File: src/hw/rtl/cnms_pkg.sv
// Shared types, constants and calendar helpers of the cron next-match search.
`default_nettype none

package cnms_pkg;

    // Default horizon in years
    localparam int SEARCH_YEARS_DEF = 1;

    // Clamp bounds of the start instant
    localparam logic [13:0] YEAR_MIN = 14'd1970;
    localparam logic [13:0] YEAR_MAX = 14'd9970;

    // Rule encoding: bits 7-6 mode, bits 5-0 value or step
    localparam logic [1:0] MODE_ANY    = 2'd0;
    localparam logic [1:0] MODE_SINGLE = 2'd1;
    localparam logic [1:0] MODE_STEP   = 2'd2;

    // Configuration register indexes
    localparam logic [2:0] REG_MINUTE  = 3'd0;
    localparam logic [2:0] REG_HOUR    = 3'd1;
    localparam logic [2:0] REG_DAY     = 3'd2;
    localparam logic [2:0] REG_MONTH   = 3'd3;
    localparam logic [2:0] REG_WEEKDAY = 3'd4;

    // Reciprocals: floor(y/100) = (y*5243)>>19, floor(s/7) = (s*18725)>>17
    localparam logic [14:0] MUL_DIV100 = 15'd5243;
    localparam logic [14:0] MUL_DIV7   = 15'd18725;

    // Input item
    typedef struct packed {
        logic [13:0] start_year;
        logic [3:0]  start_month;
        logic [4:0]  start_day;
        logic [4:0]  start_hour;
        logic [5:0]  start_minute;
    } t_in;

    // Result item
    typedef struct packed {
        logic        found;
        logic [13:0] next_year;
        logic [3:0]  next_month;
        logic [4:0]  next_day;
        logic [4:0]  next_hour;
        logic [5:0]  next_minute;
        logic [2:0]  next_weekday;
    } t_out;

    // Residue counter control for one field unit
    typedef struct packed {
        logic clr;
        logic inc;
    } t_res_ctl;

    // Rule is usable for a field with range lo..hi
    function automatic logic rule_valid(input logic [7:0] rule, input logic [5:0] lo,
                                        input logic [5:0] hi);
        logic ok;
        ok = 1'b0;
        case (rule[7:6])
            MODE_ANY:    ok = 1'b1;
            MODE_SINGLE: ok = (rule[5:0] >= lo) && (rule[5:0] <= hi);
            MODE_STEP:   ok = (rule[5:0] != 6'd0);
            default:     ok = 1'b0;
        endcase
        return ok;
    endfunction

    // Days in month m (1..12) of a year with the given leap flag
    function automatic logic [4:0] month_days(input logic leap, input logic [3:0] m);
        logic [4:0] n;
        case (m)
            4'd2:                      n = leap ? 5'd29 : 5'd28;
            4'd4, 4'd6, 4'd9, 4'd11:   n = 5'd30;
            default:                   n = 5'd31;
        endcase
        return n;
    endfunction

    // Month offset of the weekday formula
    function automatic logic [2:0] sak_off(input logic [3:0] m);
        logic [2:0] o;
        case (m)
            4'd1:    o = 3'd0;
            4'd2:    o = 3'd3;
            4'd3:    o = 3'd2;
            4'd4:    o = 3'd5;
            4'd5:    o = 3'd0;
            4'd6:    o = 3'd3;
            4'd7:    o = 3'd5;
            4'd8:    o = 3'd1;
            4'd9:    o = 3'd4;
            4'd10:   o = 3'd6;
            4'd11:   o = 3'd2;
            4'd12:   o = 3'd4;
            default: o = 3'd0;
        endcase
        return o;
    endfunction

endpackage

`default_nettype wire

File: src/hw/rtl/cnms_field.sv
// One calendar field rule: residue counter for step rules and the hit decision.
`default_nettype none

module cnms_field (
    input  wire logic               i_clk,
    input  wire logic [7:0]         i_rule,
    input  wire logic [5:0]         i_value,
    input  wire cnms_pkg::t_res_ctl i_ctl,
    output logic                    o_hit
);

    // (value - field minimum) mod step, tracked as the value steps up by one
    logic [5:0] r_res;

    always_ff @(posedge i_clk) begin
        if (i_ctl.clr) begin
            r_res <= 6'd0;
        end else if (i_ctl.inc) begin
            r_res <= ((r_res + 6'd1) == i_rule[5:0]) ? 6'd0 : (r_res + 6'd1);
        end
    end

    // Hit per mode; invalid rules are rejected before any search
    always_comb begin
        case (i_rule[7:6])
            cnms_pkg::MODE_ANY:    o_hit = 1'b1;
            cnms_pkg::MODE_SINGLE: o_hit = (i_value == i_rule[5:0]);
            cnms_pkg::MODE_STEP:   o_hit = (r_res == 6'd0);
            default:               o_hit = 1'b0;
        endcase
    end

endmodule

`default_nettype wire

File: src/hw/rtl/cron_next_match_search_core.sv
// Top level of the cron next-match search: sequencer, calendar walk and result register.
//
// Usage: write the five rules on the configuration port (index 0 minute, 1 hour,
// 2 day of month, 3 month, 4 weekday) while the block is idle. An input item
// carries a UTC start instant; the result item carries the earliest later minute
// that matches all five rules, or found = 0 with all fields zero.
// Both channels use valid/stall; o_in_stall is high while an item is being searched,
// so one item is in work at a time. A finished result sits in an output register
// and the next item can be taken while it waits on i_out_stall.
// Setup computes the leap flag, then the weekday through one shared multiplier,
// then presets the residues. Each day walked passes a day check and an advance;
// a new year recomputes the leap flag first. Inside a matching day the hours,
// then the minutes are scanned one by one. A single-month rule may walk up to
// 366 days; SEARCH_YEARS*366+1 days bound the walk. Invalid rules skip the search.
// Reset clears all rules to "any" and drops any pending result. While the receiver
// stalls, the result holds and the block finishes its search but will not overwrite it.
`default_nettype none

module cron_next_match_search_core #(
    parameter int SEARCH_YEARS = cnms_pkg::SEARCH_YEARS_DEF
) (
    input  wire logic           i_clk,
    input  wire logic           i_rst_n,
    // input channel
    input  wire logic           i_in_valid,
    output logic                o_in_stall,
    input  wire cnms_pkg::t_in  i_in,
    // output channel
    output logic                o_out_valid,
    input  wire logic           i_out_stall,
    output cnms_pkg::t_out      o_out,
    // configuration
    input  wire logic           i_cfg_we,
    input  wire logic [2:0]     i_cfg_idx,
    input  wire logic [7:0]     i_cfg_data
);

    localparam int LIMIT = SEARCH_YEARS * 366;
    localparam int OFF_W = $clog2(LIMIT + 1);

    typedef enum logic [3:0] {
        S_IDLE, S_LEAP1, S_LEAP2, S_CLAMPD, S_WD1, S_WD2, S_WD3, S_WD4,
        S_RINIT, S_DAY, S_HOUR, S_MIN, S_ADV, S_DONE
    } t_state;

    t_state          r_state;
    logic [7:0]      r_min_rule, r_hour_rule, r_day_rule, r_mon_rule, r_wd_rule;
    logic [13:0]     r_y;
    logic [3:0]      r_m;
    logic [4:0]      r_d;
    logic [2:0]      r_wd;
    logic [4:0]      r_hh;
    logic [5:0]      r_mm;
    logic [4:0]      r_hstart;
    logic [5:0]      r_mstart0;
    logic [5:0]      r_mbeg;
    logic [OFF_W-1:0] r_off;
    logic [4:0]      r_cnt;
    logic [29:0]     r_prod;
    logic [14:0]     r_s;
    logic            r_leap;
    logic            r_init;
    logic            r_found;
    logic            r_out_valid;
    cnms_pkg::t_out  r_out;

    // Input clamps and rule check
    logic [13:0] cl_y;
    logic [3:0]  cl_m;
    logic [4:0]  cl_h;
    logic [5:0]  cl_mi;
    logic        rules_ok;
    logic        in_acc;

    // Shared multiplier operands
    logic [14:0] mul_a, mul_k;
    logic [13:0] yy;
    logic [7:0]  q100;
    logic [12:0] q7;
    logic [14:0] r7;
    logic [4:0]  dim;

    // Field hits and decisions
    logic hit_mi, hit_h, hit_d, hit_mo, hit_wd;
    logic day_pass, hour_take, min_take;
    logic d_wrap, m_wrap;
    cnms_pkg::t_res_ctl ctl_mi, ctl_h, ctl_d, ctl_mo, ctl_wd;

    assign in_acc = i_in_valid && (r_state == S_IDLE);

    // Clamp start fields and check the rule set
    always_comb begin
        cl_y = i_in.start_year;
        if (cl_y < cnms_pkg::YEAR_MIN) cl_y = cnms_pkg::YEAR_MIN;
        if (cl_y > cnms_pkg::YEAR_MAX) cl_y = cnms_pkg::YEAR_MAX;
        cl_m = i_in.start_month;
        if (cl_m == 4'd0) cl_m = 4'd1;
        if (cl_m > 4'd12) cl_m = 4'd12;
        cl_h  = (i_in.start_hour > 5'd23) ? 5'd23 : i_in.start_hour;
        cl_mi = (i_in.start_minute > 6'd59) ? 6'd59 : i_in.start_minute;
        rules_ok = cnms_pkg::rule_valid(r_min_rule, 6'd0, 6'd59) &&
                   cnms_pkg::rule_valid(r_hour_rule, 6'd0, 6'd23) &&
                   cnms_pkg::rule_valid(r_day_rule, 6'd1, 6'd31) &&
                   cnms_pkg::rule_valid(r_mon_rule, 6'd1, 6'd12) &&
                   cnms_pkg::rule_valid(r_wd_rule, 6'd0, 6'd6);
    end

    // Multiplier operand select and product slices
    always_comb begin
        yy = r_y - {13'd0, (r_m < 4'd3)};
        mul_a = {1'b0, r_y};
        mul_k = cnms_pkg::MUL_DIV100;
        case (r_state)
            S_WD1: mul_a = {1'b0, yy};
            S_WD3: begin
                mul_a = r_s;
                mul_k = cnms_pkg::MUL_DIV7;
            end
            default: mul_a = {1'b0, r_y};
        endcase
        q100 = r_prod[26:19];
        q7   = r_prod[29:17];
        r7   = r_s - ({2'b0, q7} * 15'd7);
        dim  = cnms_pkg::month_days(r_leap, r_m);
    end

    // Field rule units
    cnms_field u_min (.i_clk(i_clk), .i_rule(r_min_rule), .i_value(r_mm),
                      .i_ctl(ctl_mi), .o_hit(hit_mi));
    cnms_field u_hour (.i_clk(i_clk), .i_rule(r_hour_rule), .i_value({1'b0, r_hh}),
                       .i_ctl(ctl_h), .o_hit(hit_h));
    cnms_field u_day (.i_clk(i_clk), .i_rule(r_day_rule), .i_value({1'b0, r_d}),
                      .i_ctl(ctl_d), .o_hit(hit_d));
    cnms_field u_mon (.i_clk(i_clk), .i_rule(r_mon_rule), .i_value({2'b0, r_m}),
                      .i_ctl(ctl_mo), .o_hit(hit_mo));
    cnms_field u_wd (.i_clk(i_clk), .i_rule(r_wd_rule), .i_value({3'b0, r_wd}),
                     .i_ctl(ctl_wd), .o_hit(hit_wd));

    // Search decisions and residue control
    always_comb begin
        day_pass  = hit_d && hit_mo && hit_wd;
        hour_take = (r_hh >= r_hstart) && hit_h;
        min_take  = (r_mm >= r_mbeg) && hit_mi;
        d_wrap    = (r_d == dim);
        m_wrap    = (r_m == 4'd12);
        ctl_mi = '0;
        ctl_h  = '0;
        ctl_d  = '0;
        ctl_mo = '0;
        ctl_wd = '0;
        case (r_state)
            S_WD4: begin
                ctl_d.clr  = 1'b1;
                ctl_mo.clr = 1'b1;
                ctl_wd.clr = 1'b1;
            end
            S_RINIT: begin
                ctl_d.inc  = ({1'b0, r_cnt} + 6'd1) < {1'b0, r_d};
                ctl_mo.inc = ({1'b0, r_cnt} + 6'd1) < {2'b0, r_m};
                ctl_wd.inc = r_cnt < {2'b0, r_wd};
            end
            S_DAY: begin
                ctl_h.clr = day_pass;
            end
            S_HOUR: begin
                ctl_mi.clr = hour_take;
                ctl_h.inc  = !hour_take && (r_hh != 5'd23);
            end
            S_MIN: begin
                ctl_mi.inc = !min_take && (r_mm != 6'd59);
                ctl_h.inc  = !min_take && (r_mm == 6'd59) && (r_hh != 5'd23);
            end
            S_ADV: begin
                if (r_off != OFF_W'(LIMIT)) begin
                    ctl_d.clr  = d_wrap;
                    ctl_d.inc  = !d_wrap;
                    ctl_mo.clr = d_wrap && m_wrap;
                    ctl_mo.inc = d_wrap && !m_wrap;
                    ctl_wd.clr = (r_wd == 3'd6);
                    ctl_wd.inc = (r_wd != 3'd6);
                end
            end
            default: ctl_mi = '0;
        endcase
    end

    // Configuration registers
    always_ff @(posedge i_clk) begin
        if (!i_rst_n) begin
            r_min_rule  <= 8'd0;
            r_hour_rule <= 8'd0;
            r_day_rule  <= 8'd0;
            r_mon_rule  <= 8'd0;
            r_wd_rule   <= 8'd0;
        end else if (i_cfg_we) begin
            case (i_cfg_idx)
                cnms_pkg::REG_MINUTE:  r_min_rule  <= i_cfg_data;
                cnms_pkg::REG_HOUR:    r_hour_rule <= i_cfg_data;
                cnms_pkg::REG_DAY:     r_day_rule  <= i_cfg_data;
                cnms_pkg::REG_MONTH:   r_mon_rule  <= i_cfg_data;
                cnms_pkg::REG_WEEKDAY: r_wd_rule   <= i_cfg_data;
                default:               r_min_rule  <= r_min_rule;
            endcase
        end
    end

    // Sequencer, calendar walk and result register
    always_ff @(posedge i_clk) begin
        if (!i_rst_n) begin
            r_state     <= S_IDLE;
            r_out_valid <= 1'b0;
            r_init      <= 1'b0;
            r_found     <= 1'b0;
        end else begin
            // result taken; a new one loaded in S_DONE keeps valid up
            if (r_out_valid && !i_out_stall && (r_state != S_DONE)) begin
                r_out_valid <= 1'b0;
            end
            case (r_state)
                S_IDLE: begin
                    if (in_acc) begin
                        r_y       <= cl_y;
                        r_m       <= cl_m;
                        r_d       <= i_in.start_day;
                        r_hstart  <= (cl_mi == 6'd59) ? (cl_h + 5'd1) : cl_h;
                        r_mstart0 <= (cl_mi == 6'd59) ? 6'd0 : (cl_mi + 6'd1);
                        r_init    <= 1'b1;
                        r_found   <= 1'b0;
                        r_state   <= rules_ok ? S_LEAP1 : S_DONE;
                    end
                end
                S_LEAP1: begin
                    r_prod  <= {15'd0, mul_a} * {15'd0, mul_k};
                    r_state <= S_LEAP2;
                end
                S_LEAP2: begin
                    r_leap  <= (r_y[1:0] == 2'b00) &&
                               ((({7'd0, q100} * 15'd100) != {1'b0, r_y}) ||
                                (q100[1:0] == 2'b00));
                    r_state <= r_init ? S_CLAMPD : S_DAY;
                end
                S_CLAMPD: begin
                    if (r_d == 5'd0) begin
                        r_d <= 5'd1;
                    end else if (r_d > dim) begin
                        r_d <= dim;
                    end
                    r_state <= S_WD1;
                end
                S_WD1: begin
                    r_prod  <= {15'd0, mul_a} * {15'd0, mul_k};
                    r_state <= S_WD2;
                end
                S_WD2: begin
                    r_s <= {1'b0, yy} + {3'd0, yy[13:2]} - {7'd0, q100} +
                           {9'd0, q100[7:2]} + {12'd0, cnms_pkg::sak_off(r_m)} +
                           {10'd0, r_d};
                    r_state <= S_WD3;
                end
                S_WD3: begin
                    r_prod  <= {15'd0, mul_a} * {15'd0, mul_k};
                    r_state <= S_WD4;
                end
                S_WD4: begin
                    // Sunday-based remainder to Monday-based weekday
                    r_wd    <= (r7[2:0] == 3'd0) ? 3'd6 : (r7[2:0] - 3'd1);
                    r_cnt   <= 5'd0;
                    r_state <= S_RINIT;
                end
                S_RINIT: begin
                    r_cnt <= r_cnt + 5'd1;
                    if (r_cnt == 5'd31) begin
                        r_off   <= '0;
                        r_init  <= 1'b0;
                        r_state <= S_DAY;
                    end
                end
                S_DAY: begin
                    if (day_pass) begin
                        r_hh    <= 5'd0;
                        r_state <= S_HOUR;
                    end else begin
                        r_state <= S_ADV;
                    end
                end
                S_HOUR: begin
                    if (hour_take) begin
                        r_mm    <= 6'd0;
                        r_mbeg  <= (r_hh == r_hstart) ? r_mstart0 : 6'd0;
                        r_state <= S_MIN;
                    end else if (r_hh == 5'd23) begin
                        r_state <= S_ADV;
                    end else begin
                        r_hh <= r_hh + 5'd1;
                    end
                end
                S_MIN: begin
                    if (min_take) begin
                        r_found <= 1'b1;
                        r_state <= S_DONE;
                    end else if (r_mm != 6'd59) begin
                        r_mm <= r_mm + 6'd1;
                    end else if (r_hh == 5'd23) begin
                        r_state <= S_ADV;
                    end else begin
                        r_hh    <= r_hh + 5'd1;
                        r_state <= S_HOUR;
                    end
                end
                S_ADV: begin
                    if (r_off == OFF_W'(LIMIT)) begin
                        r_state <= S_DONE;
                    end else begin
                        r_off     <= r_off + 1'b1;
                        r_hstart  <= 5'd0;
                        r_mstart0 <= 6'd0;
                        r_wd      <= (r_wd == 3'd6) ? 3'd0 : (r_wd + 3'd1);
                        // a new year needs its leap flag first
                        r_state   <= (d_wrap && m_wrap) ? S_LEAP1 : S_DAY;
                        if (d_wrap) begin
                            r_d <= 5'd1;
                            if (m_wrap) begin
                                r_m <= 4'd1;
                                r_y <= r_y + 14'd1;
                            end else begin
                                r_m <= r_m + 4'd1;
                            end
                        end else begin
                            r_d <= r_d + 5'd1;
                        end
                    end
                end
                S_DONE: begin
                    if (!r_out_valid || !i_out_stall) begin
                        r_out_valid <= 1'b1;
                        if (r_found) begin
                            r_out <= {1'b1, r_y, r_m, r_d, r_hh, r_mm, r_wd};
                        end else begin
                            r_out <= '0;
                        end
                        r_state <= S_IDLE;
                    end
                end
                default: r_state <= S_IDLE;
            endcase
        end
    end

    assign o_in_stall  = (r_state != S_IDLE);
    assign o_out_valid = r_out_valid;
    assign o_out       = r_out;

endmodule

`default_nettype wire

File: config.mk
export PLATFORM = sky130hd
export DESIGN_NAME = cron_next_match_search_core
export DESIGN_NICKNAME = d
export VERILOG_FILES = /design/src/hw/rtl/cnms_pkg.sv /design/src/hw/rtl/cnms_field.sv /design/src/hw/rtl/cron_next_match_search_core.sv
export SDC_FILE = /design/constraint.sdc
export NUM_CORES = 1
export LEC_CHECK = 0
export BUFFER_PORTS_ARGS = -buffer_cell sky130_fd_sc_hd__buf_2
export CAP_MARGIN = 20
export CELL_PAD_IN_SITES_DETAIL_PLACEMENT = 1
export CELL_PAD_IN_SITES_GLOBAL_PLACEMENT = 1
export CORE_UTILIZATION = 50
export CTS_CLUSTER_DIAMETER = 60
export DETAILED_ROUTE_END_ITERATION = 6
export GPL_TIMING_DRIVEN = 0
export HOLD_SLACK_MARGIN = 0.08
export PLACE_DENSITY_LB_ADDON = 0.1
export SKIP_CTS_REPAIR_TIMING = 1
export SYNTH_ARGS = -nofsm -noshare
export SYNTH_HDL_FRONTEND = slang
export SYNTH_SLANG_ARGS = --single-unit
File: constraint.sdc
create_clock -name i_clk -period 10.4 [get_ports i_clk]
set_clock_uncertainty 0.15 [all_clocks]
set_input_delay 0.52 -clock i_clk [delete_from_list [all_inputs] [get_ports i_clk]]
set_output_delay 0.52 -clock i_clk [all_outputs]
set_load 0.05 [all_outputs]
==> flow_summary.toml, run 1 <==
[sta]
relSlewSlack_pct = 33.71
period_needed_ns = 9.970
min_period_over_period_pct = 95.87
timing.hold.ws_ns = 0.1094
maxSlewViolCount = 0
fmax_mhz = 100.3
fin_tns_setup_ns = 0
setup_viol = 0
tightest_slew_ns = 0.9860
final_hold_viol_count = 0

[die]
initial_utilization_pct = 50.93
die_area_um2 = 38070
die_h_um = 195.1
io_pins = 90
die_x_um = 195.1
design.core.area_um2 = 36610
rows = 70

[layout]
drive_gt1_share_pct = 7.941
nets = 2540
syn_to_final_growth_pct = 11.76
nFillCells = 4277
final_area_um2 = 20840

[logic_synthesis]
synth.yosys.warnings = 0
synth_seq_cells = 212
postSynthAreaPerCell_um2 = 9.412
synth.area.top_cells = "edfxtp_1 21%, ha_1 15%, fa_1 13%"
synth_cell_types = 79
synth_edf_count = 132
seq_area_frac_synth_pct = 29.85
synthCells = 1981
yosys_most_used_dff = "edfxtp_1"
synth_area_um2 = 18650
async_flop_share_pct = 0
yosysTopAreaCellShare_pct = 21.26
yosysTopAreaCell = "edfxtp_1"

[grt]
grt_max_degree = 33
grt_antenna_before_repair = 0
first_global_vias = 16350
grt_pass1_wl_mm = 87.19
track_usage_pct = 29.29
grt_overflow = 0

[critical_path]
cp-end-kind = "register"
worstPathMaxFanout = 8
cp.required_ns = 10.55
crit_path_top_delay_cell = "edfxtp_1"
arrival_ns = 10.12
cp-startpoint = "r_m[0]"
r2r-start = "r_m[0]"
startpoint_type = "register"
cp_slowest_stage_delay_ns = 0.57
crit_top_cell = "fa_1"
path_class = "register to register"

[place]
numPortBuffers = 89
place_congestion = 0.8697
postPlaceCellArea_um2 = 19910
dp_hpwl_mm = 43.76

[cts]
cts_tree = "done"
htreeDepth = 1
clock-root-buffer = "clkbuf_16"
cts.sinks = 212
clkTransAtPathRegs_ns = 0.06
clockBufferDepth = 3
numCtsBuffers = 28
insertion_delay_ns = 0.56

[detailed_routing]
first_iter_violations = 639
routedWlPerCell_um = 20.57
drc_errors = 0
ant_nets = 0
first_pass_iters = 4
vias = 14840
drt-vias-per-instance = 5.633
routed_wl_mm = 54.21

[run]
max-cap-violations = 0

[outcome]
status = "finished, final reports clean"

[hold_path]
min_from = "i_cfg_data[6]"
hp-class = "primary input to register"
[worst max-delay path: cells and delay by family, from the launching register on]
| family | cells | cell delay (ns) |
|---|---|---|
| buf+inv | 5 | 0.49 |
| compound gates | 8 | 2.12 |
| xor+xnor | 2 | 0.32 |
| simple gates | 6 | 2.07 |
| fa+ha+maj | 10 | 4.00 |
| flops | 1 | 0.57 |
[cells in the mapped netlist (12+ instances only)]
| library cell | instances |
|---|---|
| a21o_1 | 19 |
| a21oi_1 | 120 |
| a22oi_1 | 12 |
| a31oi_1 | 12 |
| and2_1 | 37 |
| and3_1 | 28 |
| clkbuf_1 | 50 |
| dfxtp_1 | 80 |
| edfxtp_1 | 132 |
| fa_1 | 124 |
| ha_1 | 222 |
| inv_1 | 267 |
| mux2i_1 | 23 |
| nand2_1 | 168 |
| nand2b_1 | 12 |
| nand3_1 | 58 |
| nand4_1 | 13 |
| nor2_1 | 131 |
| nor2b_1 | 17 |
| nor3_1 | 35 |
| nor4_1 | 17 |
| o21a_1 | 13 |
| o21ai_0 | 60 |
| or3_1 | 14 |
| xnor2_1 | 104 |
| xor2_1 | 64 |
[cell usage in the layout, fill, tap and decap left out, drive strengths merged, types with 65 or more instances in the layout]
cell and count:
nor2 132, edfxtp 132, nand2 168, buf 109, xnor2 104, a21oi 121
o21ai 65, ha 222, clkbuf 93, dfxtp 80, inv 268, fa 124
[kinds of logic after synthesis]
group                    share of synthesized area (%)
XOR/XNOR                                         7.892
AO/OA/AOI/OAI                                    11.11
adder cells (fa/ha/maj)                          28.21
AND/OR/NAND/NOR                                  14.95
other                                          0.04028
buffers and inverters                            6.717
flip-flops                                       29.85
multiplexers                                     1.235
[area by class of cell]
type	count	area (µm²)	area share, %
diodes	1	2.502	0.01201
plain buffers	64	246.5	1.183
clock buffers	43	840.8	4.035
clock inverters	9	63.81	0.3062
inverters	268	1006	4.828
multi-input cells	1473	12000	57.60
flip-flops and latches	212	5565	26.71
well taps	468	585.6	2.810
repair buffers	97	524.3	2.516
[routing by layer]
metal	track usage, %	wire (µm)	up-vias
met3	3.454	1929	99
li1	-	-	7028
met1	33.81	21560	7436
met5	0	0	-
met2	55.29	28860	279
met4	10.47	1853	0
[worst paths after layout]
path | end | slack [ns] | cells after the start
hold / removal | r_wd_rule[6] | 0.11 | 3
hold reg to reg | r_wd_rule[3] | 0.34 | 2
setup reg to reg | r_prod[26] | 0.43 | 31
setup / recovery | r_prod[26] | 0.43 | 31
[registers in the layout, summed over array words and instances (netlist names), 8 cells and up, named ones only]
name / cells
o_out: 38
r_day_rule: 8
r_hour_rule: 8
r_min_rule: 8
r_mon_rule: 8
r_off: 9
r_prod: 10
r_s: 15
r_wd_rule: 8
r_y: 14
[per-stage QoR]
step / worst slack (ns) / instances / utilization (%)
6_report: 0.4298 / 2635 / 56.92
5_1_grt: -0.02850 / 2634 / 56.91
4_1_cts: 0.2327 / 2634 / 56.87
3_5_place_dp: 0.2982 / 2582 / 54.40
3_3_place_gp: 0.5275 / 2574 / 54.11
2_1_floorplan: 1.896 / 2017 / -
Power of run 1 is not shown: default switching activity piles up to over one toggle a cycle in this logic, so the estimate is an artifact.
==> inputs of run 2 (changes only) <==
--- a/config.mk
+++ b/config.mk
@@ -9,7 +9,8 @@
 export CAP_MARGIN = 20
 export CELL_PAD_IN_SITES_DETAIL_PLACEMENT = 1
 export CELL_PAD_IN_SITES_GLOBAL_PLACEMENT = 1
-export CORE_UTILIZATION = 50
+export CORE_UTILIZATION = 51
+export CTS_BUF_LIST = sky130_fd_sc_hd__clkbuf_8
 export CTS_CLUSTER_DIAMETER = 60
 export DETAILED_ROUTE_END_ITERATION = 6
 export GPL_TIMING_DRIVEN = 0
==> run 2 against run 1 <==
- the flow now finishes with violations (design-rule violations)
- critical endpoint unchanged
- global-route usage is essentially flat
- largest cell class unchanged
- register-to-register slack better by 0.03 ns
- first-iteration DRC count grew 8.8%
==> flow_summary.toml, run 2 (synthesized netlist as in run 1, its figures left out) <==
[outcome]
status = "finished, violations left"
violations = "design-rule violations"

[critical_path]
r2r_end = "r_prod[26]"
arrival_ns = 10.19
crit_path_top_delay_cell = "edfxtp_1"
r2r-start = "r_m[0]"
r2r_slack_ns = 0.46
cp-end-kind = "register"
startpoint_type = "register"
reg2reg_depth = 31
cp.required_ns = 10.65
cp_slowest_stage_delay_ns = 0.54
worstPathMaxFanout = 8
path_class = "register to register"
cp-startpoint = "r_m[0]"
crit_top_cell = "fa_1"

[detailed_routing]
routedWlPerCell_um = 20.02
ant_nets = 0
drt-vias-per-instance = 5.603
first_pass_iters = 7
first_iter_violations = 695
vias = 14840
drc_errors = 8
routed_wl_mm = 53.02

[hold_path]
hold_path_end = "r_day_rule[7]"
holdPathStages = 3
hp-class = "primary input to register"
min_from = "i_cfg_data[7]"

[sta]
final_hold_viol_count = 0
min_period_over_period_pct = 95.60
fmax_mhz = 100.6
tightest_slew_ns = 0.9945
rsz0062_at_grt = "false"
period_needed_ns = 9.943
setup_viol = 0
relSlewSlack_pct = 33.70
fin_tns_setup_ns = 0
maxSlewViolCount = 0

[layout]
largest_register_ffs = 38
nets = 2553
drive_gt1_share_pct = 8.230
most-common-layout-cells = "277 x inv_1, 222 x ha_1, 168 x nand2_1"
final_common_cell = "inv_1"
diodes = 0
syn_to_final_growth_pct = 10.66
utilization_pct = 57.73

[die]
io_pins = 90
rows = 69
die_area_um2 = 37330
die_x_um = 193.2
design.core.area_um2 = 35740
initial_utilization_pct = 52.17
die_h_um = 193.2

[grt]
grt_antenna_before_repair = 0
grt_pass1_wl_mm = 86.51
first_global_vias = 16300
grt_overflow = 0
grt_max_degree = 32
track_usage_pct = 29.27

[cts]
numCtsBuffers = 39
insertion_delay_ns = 0.59
clockBufferDepth = 3
cts_tree = "done"
cts.sinks = 212
clkTransAtPathRegs_ns = 0.06
clock-root-buffer = "clkbuf_8"
htreeDepth = 2

[place]
numPortBuffers = 89
dp_hpwl_mm = 43.08
place_congestion = 0.8765

[run]
max-cap-violations = 0
-- run 2: changes by cell type in the layout (fill, tap and decap cells not counted), moves of 2 or more --
cell,previous run,this run
clkinv_1,1,13
clkdlybuf4s15_2,2,0
clkbuf_8,2,40
clkbuf_16,31,0
inv_1,267,277
clkinv_4,2,0
clkinv_2,3,5
clkbuf_1,60,50
-- run 2: how the worst max path moves through the flow --
stage                     slack (ns)         end
after detailed placement        0.29  r_prod[26]
final                           0.46  r_prod[26]
after global routing           0.005  r_prod[26]
after CTS                       0.21  r_prod[26]
after floorplan                 1.90  r_prod[26]
after global placement          0.47  r_prod[26]
-- run 2: final cells by class --
type | count | area, µm²
Buffer | 64 | 246.5
Sequential cell | 212 | 5565
Clock buffer | 40 | 550.5
Multi-Input combinational cell | 1473 | 11990
Fill cell | 4201 | 15110
Tap cell | 461 | 576.8
Clock inverter | 31 | 163.9
Inverter | 268 | 1006
Timing Repair Buffer | 99 | 529.3
-- run 2: layer usage --
metal | routed length [µm] | up-vias | GRT usage, %
li1 | - | 7045 | -
met1 | 21400 | 7365 | 34.56
met2 | 27530 | 325 | 54.13
met3 | 2096 | 103 | 3.156
met4 | 1986 | 0 | 11.73
met5 | 0 | - | 0
-- run 2: through the flow --
step / cell area, µm² / std cells / hold slack [ns] / setup WS, ns
after floorplan: 18780 / 2017 / 0.2962 / 1.896
after global placement: 19800 / 2567 / 0.3177 / 0.4679
after detailed placement: 19890 / 2574 / 0.3338 / 0.2886
after CTS: 20600 / 2645 / 0.04645 / 0.2066
after global routing: 20630 / 2648 / 0.08197 / 0.005330
final: 20630 / 2648 / 0.08840 / 0.4575
-- run 2: worst max-delay path: cells and delay by family, from the launching register on --
family	cells	cell delay (ns)
buffers and inverters	5	0.39
adders and majority gates	10	4.20
AOI/OAI and AO/OA	8	1.98
xor gates and xnor gates	2	0.50
DFF	1	0.54
and+or+nand+nor	6	2.01
Power of run 2 is left out for the same reason.
